--- src/wlh_pkg.sv ---
// Shared constants, types and command/status structs for the word length histogram.
// Used by every module of the block; depends on nothing.
`timescale 1ns / 1ps

package wlh_pkg;

	// Histogram geometry.
	localparam int unsigned MAX_WORD_LEN = 32;
	localparam int unsigned COUNT_BITS   = 20;
	localparam int unsigned NBINS        = MAX_WORD_LEN + 1;
	localparam int unsigned LEN_BITS     = $clog2(MAX_WORD_LEN + 2);
	localparam int unsigned BIN_BITS     = $clog2(MAX_WORD_LEN);
	localparam int unsigned LIMIT_BITS   = 8;
	localparam int unsigned BAR_BITS     = 8;
	localparam int unsigned STEP_BITS    = $clog2(COUNT_BITS + 1);
	localparam logic [COUNT_BITS-1:0] COUNT_MAX = '1;
	localparam logic [LIMIT_BITS-1:0] BAR_LIMIT_RESET = 8'd16;

	// Character codes.
	localparam logic [7:0] CHAR_UPPER_A = 8'h41;
	localparam logic [7:0] CHAR_UPPER_Z = 8'h5A;
	localparam logic [7:0] CHAR_LOWER_A = 8'h61;
	localparam logic [7:0] CHAR_LOWER_Z = 8'h7A;

	// Input word kinds carried on tuser.
	localparam logic FUNC_TEXT = 1'b0;
	localparam logic FUNC_END  = 1'b1;

	// Output tdata layout, lowest field first.
	localparam int unsigned LEN_LSB   = 0;
	localparam int unsigned CNT_LSB   = LEN_LSB + LEN_BITS;
	localparam int unsigned BAR_LSB   = CNT_LSB + COUNT_BITS;
	localparam int unsigned SCALE_LSB = BAR_LSB + BAR_BITS;
	localparam int unsigned COLS_LSB  = SCALE_LSB + COUNT_BITS;
	localparam int unsigned OUT_USED  = COLS_LSB + LEN_BITS;
	localparam int unsigned OUT_TDATA_BITS = ((OUT_USED + 7) / 8) * 8;

	// Controller states, one-hot.
	typedef enum logic [8:0] {
		ST_IDLE  = 9'b000000001,
		ST_FLUSH = 9'b000000010,
		ST_SCALE = 9'b000000100,
		ST_DIV1  = 9'b000001000,
		ST_DIV2  = 9'b000010000,
		ST_READ  = 9'b000100000,
		ST_START = 9'b001000000,
		ST_DIVB  = 9'b010000000,
		ST_OUT   = 9'b100000000
	} state_t;

	// Commands from the controller to the datapath.
	typedef struct packed {
		logic take;         // input word accepted this cycle
		logic scale_one;    // scale is 1, largest count fits the limit
		logic start_lim;    // divide largest count by the bar limit
		logic start_scale;  // load scale from quotient, divide largest count by it
		logic scale_adjust; // bump scale if largest/scale still exceeds the limit
		logic bin_first;    // point the dump at the first bin
		logic bin_next;     // advance the dump to the next bin
		logic bin_read;     // read the current bin
		logic start_bin;    // divide the current bin count by the scale
		logic out_load;     // load the output register
		logic dump_clear;   // clear all histogram state
	} dp_cmd_t;

	// Status from the datapath to the controller.
	typedef struct packed {
		logic large_gt_lim; // largest count exceeds the bar limit
		logic div_busy;     // divider still iterating
		logic out_done;     // output word taken this cycle
		logic bin_last;     // current bin is the overflow bin
	} dp_status_t;

endpackage

--- src/wlh_div.sv ---
// Serial restoring divider, one quotient bit per cycle.
// Depends on wlh_pkg for the count width.
`timescale 1ns / 1ps

module wlh_div
	import wlh_pkg::*;
(
	input  logic                  clk,
	input  logic                  arst_n,
	input  logic                  start,
	input  logic [COUNT_BITS-1:0] dividend,
	input  logic [COUNT_BITS-1:0] divisor,
	output logic                  busy,
	output logic [COUNT_BITS-1:0] quotient
);

	logic [STEP_BITS-1:0]  step_q;
	logic [COUNT_BITS-1:0] rem_q;
	logic [COUNT_BITS-1:0] quo_q;
	logic [COUNT_BITS-1:0] divisor_q;
	logic [COUNT_BITS:0]   trial;
	logic [COUNT_BITS:0]   diff;
	logic                  fits;

	// One trial subtraction of the shifted remainder.
	always_comb begin
		trial = {rem_q, quo_q[COUNT_BITS-1]};
		diff  = trial - {1'b0, divisor_q};
		fits  = trial >= {1'b0, divisor_q};
	end

	// Step counter.
	always_ff @(posedge clk or negedge arst_n) begin
		if (!arst_n) begin
			step_q <= '0;
		end else if (start) begin
			step_q <= STEP_BITS'(COUNT_BITS);
		end else if (step_q != '0) begin
			step_q <= step_q - 1'b1;
		end
	end

	// Remainder and quotient shift registers.
	always_ff @(posedge clk) begin
		if (start) begin
			rem_q     <= '0;
			quo_q     <= dividend;
			divisor_q <= divisor;
		end else if (step_q != '0) begin
			rem_q <= fits ? diff[COUNT_BITS-1:0] : trial[COUNT_BITS-1:0];
			quo_q <= {quo_q[COUNT_BITS-2:0], fits};
		end
	end

	assign busy     = step_q != '0;
	assign quotient = quo_q;

endmodule

--- src/wlh_datapath.sv ---
// Datapath: word tracking, bin memory, scale computation and output register.
// Depends on wlh_pkg and instantiates wlh_div.
`timescale 1ns / 1ps

module wlh_datapath
	import wlh_pkg::*;
(
	input  logic                      clk,
	input  logic                      arst_n,
	input  dp_cmd_t                   cmd,
	output dp_status_t                status,
	input  logic [7:0]                s_tdata,
	input  logic                      s_tuser,
	input  logic                      cfg_we,
	input  logic [LIMIT_BITS-1:0]     cfg_data,
	output logic                      m_tvalid,
	input  logic                      m_tready,
	output logic [OUT_TDATA_BITS-1:0] m_tdata,
	output logic                      m_tlast
);

	logic [LIMIT_BITS-1:0] bar_limit_q;
	logic                  in_word_q;
	logic [LEN_BITS-1:0]   letter_count_q;
	logic [COUNT_BITS-1:0] overflow_q;
	logic [COUNT_BITS-1:0] largest_q;
	logic [LEN_BITS-1:0]   highest_q;
	logic [COUNT_BITS-1:0] bins_mem [MAX_WORD_LEN];
	logic [MAX_WORD_LEN-1:0] bin_vld_q;
	logic [COUNT_BITS-1:0] rd_q;
	logic                  rd_vld_q;
	logic                  upd_s1;
	logic                  upd_ovf_s1;
	logic [BIN_BITS-1:0]   upd_addr_s1;
	logic [LEN_BITS-1:0]   bin_q;
	logic [COUNT_BITS-1:0] scale_q;
	logic                  out_vld_q;
	logic [OUT_TDATA_BITS-1:0] out_data_q;
	logic                  out_last_q;

	logic                  is_letter;
	logic                  end_word;
	logic                  long_word;
	logic [BIN_BITS-1:0]   end_addr;
	logic                  rd_en;
	logic [BIN_BITS-1:0]   rd_addr;
	logic [COUNT_BITS-1:0] bin_cnt;
	logic [COUNT_BITS-1:0] upd_base;
	logic [COUNT_BITS-1:0] upd_new;
	logic [LIMIT_BITS-1:0] lim;
	logic [LEN_BITS-1:0]   cols;
	logic                  div_start;
	logic [COUNT_BITS-1:0] div_dividend;
	logic [COUNT_BITS-1:0] div_divisor;
	logic                  div_busy;
	logic [COUNT_BITS-1:0] div_quo;
	logic [OUT_TDATA_BITS-1:0] out_word;

	// Classify the incoming byte and detect the end of a word.
	always_comb begin
		is_letter = s_tdata inside {[CHAR_UPPER_A:CHAR_UPPER_Z], [CHAR_LOWER_A:CHAR_LOWER_Z]};
		end_word  = cmd.take && in_word_q && (s_tuser == FUNC_END || !is_letter);
		long_word = letter_count_q > LEN_BITS'(MAX_WORD_LEN);
		end_addr  = BIN_BITS'(letter_count_q - 1'b1);
		rd_en     = end_word || cmd.bin_read;
		rd_addr   = cmd.bin_read ? bin_q[BIN_BITS-1:0] : end_addr;
	end

	// Bar limit register; zero acts as one.
	always_ff @(posedge clk or negedge arst_n) begin
		if (!arst_n) begin
			bar_limit_q <= BAR_LIMIT_RESET;
		end else if (cfg_we) begin
			bar_limit_q <= cfg_data;
		end
	end
	assign lim = (bar_limit_q == '0) ? LIMIT_BITS'(1) : bar_limit_q;

	// Letter run tracking and the update stage that follows a word end.
	always_ff @(posedge clk or negedge arst_n) begin
		if (!arst_n) begin
			in_word_q      <= 1'b0;
			letter_count_q <= '0;
			upd_s1         <= 1'b0;
			highest_q      <= '0;
		end else begin
			upd_s1 <= end_word;
			if (cmd.dump_clear) begin
				highest_q <= '0;
			end else if (end_word && !long_word && letter_count_q > highest_q) begin
				highest_q <= letter_count_q;
			end
			if (cmd.take) begin
				if (s_tuser == FUNC_TEXT && is_letter) begin
					in_word_q <= 1'b1;
					if (!long_word) begin
						letter_count_q <= letter_count_q + 1'b1;
					end
				end else begin
					in_word_q      <= 1'b0;
					letter_count_q <= '0;
				end
			end
		end
	end

	always_ff @(posedge clk) begin
		if (end_word) begin
			upd_ovf_s1  <= long_word;
			upd_addr_s1 <= end_addr;
		end
	end

	// Bin memory: one registered read port, one write port.
	always_ff @(posedge clk) begin
		if (rd_en) begin
			rd_q <= bins_mem[rd_addr];
		end
		if (upd_s1 && !upd_ovf_s1) begin
			bins_mem[upd_addr_s1] <= upd_new;
		end
	end

	// Valid bits: an entry never written since the last clear reads as zero.
	always_ff @(posedge clk or negedge arst_n) begin
		if (!arst_n) begin
			bin_vld_q <= '0;
			rd_vld_q  <= 1'b0;
		end else begin
			if (rd_en) begin
				rd_vld_q <= bin_vld_q[rd_addr];
			end
			if (cmd.dump_clear) begin
				bin_vld_q <= '0;
			end else if (upd_s1 && !upd_ovf_s1) begin
				bin_vld_q[upd_addr_s1] <= 1'b1;
			end
		end
	end

	// Saturating increment of the bin picked by the ended word.
	always_comb begin
		upd_base = upd_ovf_s1 ? overflow_q : (rd_vld_q ? rd_q : '0);
		upd_new  = (upd_base == COUNT_MAX) ? upd_base : upd_base + 1'b1;
	end

	// Overflow bin and largest count.
	always_ff @(posedge clk or negedge arst_n) begin
		if (!arst_n) begin
			overflow_q <= '0;
			largest_q  <= '0;
		end else if (cmd.dump_clear) begin
			overflow_q <= '0;
			largest_q  <= '0;
		end else if (upd_s1) begin
			if (upd_ovf_s1) begin
				overflow_q <= upd_new;
			end
			if (upd_new > largest_q) begin
				largest_q <= upd_new;
			end
		end
	end

	// Dump bin pointer.
	always_ff @(posedge clk or negedge arst_n) begin
		if (!arst_n) begin
			bin_q <= '0;
		end else if (cmd.bin_first) begin
			bin_q <= '0;
		end else if (cmd.bin_next) begin
			bin_q <= bin_q + 1'b1;
		end
	end

	// Count of the bin being dumped.
	assign bin_cnt = (bin_q == LEN_BITS'(MAX_WORD_LEN)) ? overflow_q
		: (rd_vld_q ? rd_q : '0);

	// Divider operand selection.
	always_comb begin
		div_start    = cmd.start_lim || cmd.start_scale || cmd.start_bin;
		div_dividend = cmd.start_bin ? bin_cnt : largest_q;
		if (cmd.start_lim) begin
			div_divisor = COUNT_BITS'(lim);
		end else if (cmd.start_scale) begin
			div_divisor = div_quo;
		end else begin
			div_divisor = scale_q;
		end
	end

	wlh_div u_div (
		.clk      (clk),
		.arst_n   (arst_n),
		.start    (div_start),
		.dividend (div_dividend),
		.divisor  (div_divisor),
		.busy     (div_busy),
		.quotient (div_quo)
	);

	// Scale register.
	always_ff @(posedge clk) begin
		if (cmd.scale_one) begin
			scale_q <= COUNT_BITS'(1);
		end else if (cmd.start_scale) begin
			scale_q <= div_quo;
		end else if (cmd.scale_adjust && div_quo > COUNT_BITS'(lim)) begin
			scale_q <= scale_q + 1'b1;
		end
	end

	// Columns shown: every bin once the overflow bin is used.
	assign cols = (overflow_q != '0) ? LEN_BITS'(NBINS) : highest_q;

	// Output register.
	always_ff @(posedge clk or negedge arst_n) begin
		if (!arst_n) begin
			out_vld_q <= 1'b0;
		end else if (cmd.out_load) begin
			out_vld_q <= 1'b1;
		end else if (m_tready) begin
			out_vld_q <= 1'b0;
		end
	end

	// Pack the dump word, zero fill above the last field.
	always_comb begin
		out_word = '0;
		out_word[LEN_LSB +: LEN_BITS]     = bin_q + 1'b1;
		out_word[CNT_LSB +: COUNT_BITS]   = bin_cnt;
		out_word[BAR_LSB +: BAR_BITS]     = div_quo[BAR_BITS-1:0];
		out_word[SCALE_LSB +: COUNT_BITS] = scale_q;
		out_word[COLS_LSB +: LEN_BITS]    = cols;
	end

	always_ff @(posedge clk) begin
		if (cmd.out_load) begin
			out_data_q <= out_word;
			out_last_q <= bin_q == LEN_BITS'(MAX_WORD_LEN);
		end
	end

	assign m_tvalid = out_vld_q;
	assign m_tdata  = out_data_q;
	assign m_tlast  = out_last_q;

	// Status back to the controller.
	always_comb begin
		status.large_gt_lim = largest_q > COUNT_BITS'(lim);
		status.div_busy     = div_busy;
		status.out_done     = out_vld_q && m_tready;
		status.bin_last     = bin_q == LEN_BITS'(MAX_WORD_LEN);
	end

endmodule

--- src/wlh_ctrl.sv ---
// Controller state machine: input acceptance, scale computation and the bin dump.
// Depends on wlh_pkg for states and the command/status structs.
`timescale 1ns / 1ps

module wlh_ctrl
	import wlh_pkg::*;
(
	input  logic       clk,
	input  logic       arst_n,
	input  logic       s_tvalid,
	output logic       s_tready,
	input  logic       s_tuser,
	input  dp_status_t status,
	output dp_cmd_t    cmd
);

	state_t state_q;
	state_t state_nx;

	// Next state and commands.
	always_comb begin
		state_nx = state_q;
		cmd      = '0;
		s_tready = state_q == ST_IDLE;
		case (state_q)
			ST_IDLE: begin
				cmd.take = s_tvalid;
				if (s_tvalid && s_tuser == FUNC_END) begin
					state_nx = ST_FLUSH;
				end
			end
			// Let the last word's bin update land.
			ST_FLUSH: begin
				state_nx = ST_SCALE;
			end
			ST_SCALE: begin
				if (status.large_gt_lim) begin
					cmd.start_lim = 1'b1;
					state_nx      = ST_DIV1;
				end else begin
					cmd.scale_one = 1'b1;
					cmd.bin_first = 1'b1;
					state_nx      = ST_READ;
				end
			end
			ST_DIV1: begin
				if (!status.div_busy) begin
					cmd.start_scale = 1'b1;
					state_nx        = ST_DIV2;
				end
			end
			ST_DIV2: begin
				if (!status.div_busy) begin
					cmd.scale_adjust = 1'b1;
					cmd.bin_first    = 1'b1;
					state_nx         = ST_READ;
				end
			end
			ST_READ: begin
				cmd.bin_read = 1'b1;
				state_nx     = ST_START;
			end
			ST_START: begin
				cmd.start_bin = 1'b1;
				state_nx      = ST_DIVB;
			end
			ST_DIVB: begin
				if (!status.div_busy) begin
					cmd.out_load = 1'b1;
					state_nx     = ST_OUT;
				end
			end
			ST_OUT: begin
				if (status.out_done) begin
					if (status.bin_last) begin
						cmd.dump_clear = 1'b1;
						state_nx       = ST_IDLE;
					end else begin
						cmd.bin_next = 1'b1;
						state_nx     = ST_READ;
					end
				end
			end
			default: begin
				state_nx = ST_IDLE;
			end
		endcase
	end

	// State register.
	always_ff @(posedge clk or negedge arst_n) begin
		if (!arst_n) begin
			state_q <= ST_IDLE;
		end else begin
			state_q <= state_nx;
		end
	end

endmodule

--- src/word_length_histogram_top.sv ---
// Word length histogram: text words are taken while idle; an end-of-text word starts a dump.
// The dump first sets the scale to one, or with scaling derives it from two divider runs,
// then emits 33 bins, each taking a read, a start, a divider run and the output handshake.
// Output stalls lengthen a dump; no input is taken during it.
// Asynchronous active-low reset clears all counts and sets the bar limit to 16.
`timescale 1ns / 1ps

module word_length_histogram_top
	import wlh_pkg::*;
(
	input  logic                      clk,
	input  logic                      arst_n,
	input  logic                      s_tvalid,
	output logic                      s_tready,
	input  logic [7:0]                s_tdata,   // text_byte
	input  logic                      s_tuser,   // func
	output logic                      m_tvalid,
	input  logic                      m_tready,
	// word_length, word_count, bar_height, scale_factor, shown_columns, zero fill
	output logic [OUT_TDATA_BITS-1:0] m_tdata,
	output logic                      m_tlast,   // last_bin
	input  logic                      cfg_we,
	input  logic [LIMIT_BITS-1:0]     cfg_data   // bar_limit
);

	dp_cmd_t    cmd;
	dp_status_t status;

	wlh_ctrl u_ctrl (
		.clk      (clk),
		.arst_n   (arst_n),
		.s_tvalid (s_tvalid),
		.s_tready (s_tready),
		.s_tuser  (s_tuser),
		.status   (status),
		.cmd      (cmd)
	);

	wlh_datapath u_datapath (
		.clk      (clk),
		.arst_n   (arst_n),
		.cmd      (cmd),
		.status   (status),
		.s_tdata  (s_tdata),
		.s_tuser  (s_tuser),
		.cfg_we   (cfg_we),
		.cfg_data (cfg_data),
		.m_tvalid (m_tvalid),
		.m_tready (m_tready),
		.m_tdata  (m_tdata),
		.m_tlast  (m_tlast)
	);

	// Input is never taken while a dump word is pending.
	a_no_input_during_dump: assert property (@(posedge clk) disable iff (!arst_n)
		s_tready |-> !m_tvalid)
		else $error("input ready while a dump word is pending");

	// Taking the last bin returns the block to accepting text.
	a_idle_after_last: assert property (@(posedge clk) disable iff (!arst_n)
		m_tvalid && m_tready && m_tlast |=> s_tready)
		else $error("block not idle after the last bin");

	// The scale is never zero.
	a_scale_nonzero: assert property (@(posedge clk) disable iff (!arst_n)
		m_tvalid |-> m_tdata[SCALE_LSB +: COUNT_BITS] != '0)
		else $error("zero scale factor");

	// The last mark sits on the overflow bin.
	a_last_is_overflow: assert property (@(posedge clk) disable iff (!arst_n)
		m_tvalid && m_tlast |-> m_tdata[LEN_LSB +: LEN_BITS] == LEN_BITS'(NBINS))
		else $error("last mark not on the overflow bin");

endmodule

--- config.mk ---
export PLATFORM = sky130hd
export DESIGN_NAME = word_length_histogram_top
export DESIGN_NICKNAME = d
export VERILOG_FILES = /design/src/wlh_pkg.sv /design/src/wlh_div.sv /design/src/wlh_datapath.sv /design/src/wlh_ctrl.sv /design/src/word_length_histogram_top.sv
export SDC_FILE = /design/constraint.sdc
export NUM_CORES = 2
export LEC_CHECK = 0
export ABC_AREA = 1
export ABC_CLOCK_PERIOD_IN_PS = 5300
export BUFFER_PORTS_ARGS = -buffer_cell sky130_fd_sc_hd__buf_2
export CORE_ASPECT_RATIO = 0.75
export CORE_MARGIN = 5
export CORE_UTILIZATION = 60
export DETAILED_ROUTE_END_ITERATION = 8
export PLACE_DENSITY = 0.8
export SYNTH_ARGS = -nofsm -noshare
export SYNTH_HDL_FRONTEND = slang
export SYNTH_SLANG_ARGS = --single-unit
--- constraint.sdc ---
create_clock -name clk -period 5.3 [get_ports clk]
set_clock_uncertainty 0.2 [all_clocks]
set_input_delay 0.795 -clock clk [delete_from_list [all_inputs] [get_ports clk]]
set_output_delay 0.795 -clock clk [all_outputs]
set_load 0.1 [all_outputs]
==> impl_metrics.py <==
metrics = {
    "outcome": {
        "outcome": "complete, no violations",
    },
    "worst_setup_path": {
        "required_ns": 5.67,
        "critPathKind": "flip-flop to flip-flop",
        "cp_common_cell": "nand2_1",
        "end_kind": "flip-flop",
        "cp.arrival_ns": 5.15,
        "cpPeakStageDelay_ns": 0.42,
        "crit_slowest_cell": "edfxtp_1",
        "critPathMaxFanout": 18,
        "start_kind": "flip-flop",
        "r2r_setup_slack_ns": 0.52,
        "cpLargestDelayFamily": "simple AND/OR/NAND/NOR gates",
        "path_cells": "inv_2 -> o21ai_0 -> inv_1 -> ha_1 -> nand2_1 -> inv_1 -> nand2_1 -> nor2_4 -> nand3_2 -> nor2_1 -> xor2_1 -> nand2_1 -> ha_1 -> nand2_1 -> nor2_1 -> nand4_1 -> nor3_1 -> nand3_1 -> nand2_1 -> o21bai_1 -> nand2_1 -> inv_2 -> nand2_1 -> o21ai_1",
        "cp_num_buf_inv": 4,
    },
    "cts": {
        "cts.clk_slew.worst_paths_ns": 0.06,
        "cts_buffer_depth": 3,
        "clk_latency_ns": 0.65,
        "cts_tree": "done",
        "cts-root-buf": "clkbuf_16",
        "cts_buffers": 84,
        "htreeDepth": 3,
        "clkSinkCount": 923,
        "ctsResizeCount": 0,
    },
    "cells_and_area": {
        "layout-drive-gt1-share_pct": 9.047,
        "area_delta_synth_final_pct": 10.86,
        "final-seq-area_um2": 26740,
        "final_nets": 4169,
        "nFillCells": 4985,
        "multiInputGateArea_um2": 12790,
        "fin_cells": 5081,
    },
    "timing": {
        "rsz0062_at_grt": "no",
        "period_share_pct": 90.20,
        "slew_violations": 0,
        "slew_headroom_pct": 16.44,
        "tightestPinTransition_ns": 1.252,
        "final-setup-viol-count": 0,
        "fin_setup_tns_ns": 0,
        "worst_slack_ns": 0.5193,
        "fmax_mhz": 209.2,
        "hold_violations": 0,
        "period_minus_slack_ns": 4.781,
        "whs_ns": 0.1474,
    },
    "routing": {
        "num_vias": 30560,
        "drt-pass1-iter-count": 6,
        "drtIter0Drc": 4279,
        "drc": 0,
        "vias_per_cell": 6.014,
        "wirelength_mm": 111.7,
        "postRouteAntennaNets": 0,
        "routedWlPerCell_um": 21.99,
    },
    "power": {
        "pwr-share-comb_pct": 34.9,
        "p_leak_uw": 0.01862,
        "vdd_drop_max_mv": 0.4355,
        "powerDensity_nw_per_um2": 528.4,
        "seq_power_share_pct": 39.3,
        "power.switching_uw": 9180,
        "intPower_uw": 15260,
        "p_sw_share_pct": 37.56,
        "p_clk_share_pct": 25.8,
    },
    "floorplan": {
        "coreArea_um2": 68640,
        "die_height_um": 238.4,
        "initial_core_util_pct": 60.78,
        "die-width_um": 314.5,
        "rows": 83,
        "die_area_um2": 74970,
        "io_pins": 89,
    },
    "logic_synthesis": {
        "synth-xor-area-share_pct": 0.8816,
        "yosysWarnings": 0,
        "synth_cell_types": 55,
        "synth.most_common_cell": "nand2_1",
        "synth_area_leaders": "edfxtp_1, nand2_1, dfrtp_1",
        "yosysSeqAreaShare_pct": 64.08,
        "synth_top_area_cell": "edfxtp_1",
        "synthCells": 4019,
        "synth_ff_type": "edfxtp_1",
        "synth_top_area_share_pct": 55.20,
        "muxShareOfSynthArea_pct": 0,
        "async_flop_share_pct": 12.57,
        "netlist_area_um2": 41720,
        "syn_area_per_cell_um2": 10.38,
        "ys_top_cells_by_count": "nand2_1, edfxtp_1, inv_1",
        "yosys.area_share.simple_pct": 17.12,
        "ys_ff_latch": 923,
        "synth_edf_count": 767,
        "synthAdderAreaFrac_pct": 2.117,
        "synth_compound_area_share_pct": 9.845,
        "synth_top_family_by_area": "simple AND/OR/NAND/NOR gates",
    },
    "global_route": {
        "grt_use_total_pct": 29.33,
        "grt_pass1_wl_mm": 168.6,
        "grt_max_degree": 125,
        "grt_overflow": 0,
        "grt_pass1_vias": 28710,
        "antenna_found_initial": 3,
    },
    "placed_design": {
        "place.gp.congestion": 0.9741,
        "pre_cts_ws_ns": 0.7343,
        "dp_cells": 4925,
        "hpwlAfterDp_mm": 68.75,
        "port-buffer-count": 83,
    },
    "flow_run": {
        "cap_violations": 0,
    },
    "worst_hold_path": {
        "hold_path_class": "primary input to flip-flop",
    },
}
## power groups by stage
stage | logic [uW] | registers, uW | clock network, uW
final | 8530 | 9600 | 6300
after global routing | 9340 | 9640 | 6640
after CTS | 8320 | 9570 | 6340
after detailed placement | 8230 | 9710 | 0
after global placement | 8020 | 9700 | 0
after floorplan | 5630 | 9540 | 0
## through the flow
step	total power, uW	instance area (um^2)	utilization (%)
detailed placement	17950	43400	63.23
global placement	17720	43400	63.23
global route	25620	46250	67.38
CTS	24230	46250	67.38
finish	24440	46260	67.39
floorplan	15170	41740	-
## worst paths after layout
path / startpoint / end / cells after the start
worst max-delay path: u_datapath.upd_ovf_s1 / u_datapath.largest_q[2] / 24
worst min-delay path: m_tready / u_datapath.m_tvalid / 2
worst max register to register: u_datapath.upd_ovf_s1 / u_datapath.largest_q[2] / 24
worst min register to register: u_datapath.scale_q[8] / u_datapath.m_tdata[42] / 0
max in group asynchronous: arst_n / u_datapath.overflow_q[5] / 3
min in group asynchronous: arst_n / u_datapath.letter_count_q[1] / 2
## layout make-up
type	count	share of cell area, %
Clock inverter	50	1.282
Multi-Input combinational cell	2487	27.65
Inverter	418	3.392
Timing Repair Buffer	163	2.478
Clock buffer	104	4.863
Antenna cell	1	0.005410
Tap cell	935	2.529
Sequential cell	923	57.80
## worst register-to-register path, stage by stage (launching register included)
cell and delay, ns:
edfxtp_1 0.42, inv_2 0.19, o21ai_0 0.21, inv_1 0.21
ha_1 0.20, nand2_1 0.06, inv_1 0.11, nand2_1 0.22
nor2_4 0.29, nand3_2 0.14, nor2_1 0.13, xor2_1 0.17
nand2_1 0.11, ha_1 0.31, nand2_1 0.06, nor2_1 0.13
nand4_1 0.13, nor3_1 0.42, nand3_1 0.12, nand2_1 0.08
o21bai_1 0.12, nand2_1 0.18, inv_2 0.29, nand2_1 0.10
o21ai_1 0.11
## timing repair
item                                   CTS  global route
hold buffers                             1             0
endpoints found under the hold margin   47             0
buffers inserted                         0             0
## metal layers
metal / GRT usage [%] / up-vias / wire [um] / part of all wire (%)
met5: 0 / - / 11 / 0.0098
met4: 8.094 / 2 / 3019 / 2.7
met3: 7.346 / 220 / 13810 / 12
met2: 43.53 / 1807 / 48860 / 44
met1: 43.82 / 14570 / 46010 / 41
li1: - / 13960 / - / -
## registers in the layout (all words and copies together), names as in the netlist, 20 cells and up
| signal | cells |
|---|---|
| u_datapath.u_div.divisor_q | 20 |
| u_datapath.m_tdata | 60 |
| u_datapath.bin_vld_q | 32 |
| u_datapath.u_div.rem_q | 20 |
| u_datapath.u_div.quotient | 20 |
| u_datapath.bins_mem | 640 |
| u_datapath.overflow_q | 20 |
| u_datapath.scale_q | 20 |
| u_datapath.largest_q | 20 |
| u_datapath.rd_q | 20 |
## kinds of logic after synthesis
kind of cell,after synthesis
adders and majority gates,70
AOI/OAI and AO/OA,690
and+or+nand+nor,1681
buffers and inverters,612
xor gates and xnor gates,42
other,1
DFF,923
## layout by cell type (no fill, tap or decap), types with 12 or more instances in the layout
master	synthesis	layout
inv_1	407	407
nand2_1	913	912
nand4_1	46	46
clkinv_1	1	15
a21oi_1	80	79
edfxtp_1	767	767
buf_4	10	70
o21ai_0	273	272
clkinv_2	0	12
dfxtp_1	40	40
nor2_4	4	27
clkbuf_16	0	86
xor2_1	33	32
nor2_2	4	14
clkbuf_1	71	15
dfrtp_1	114	114
nor4_1	14	14
bufinv_16	0	12
nor3_1	25	25
nand3_1	388	388
nor2_1	254	221
a21o_1	84	84
o211ai_1	127	127
ha_1	69	69
buf_2	104	82
o21ai_1	74	72
Power figures use the tool's default switching activity.
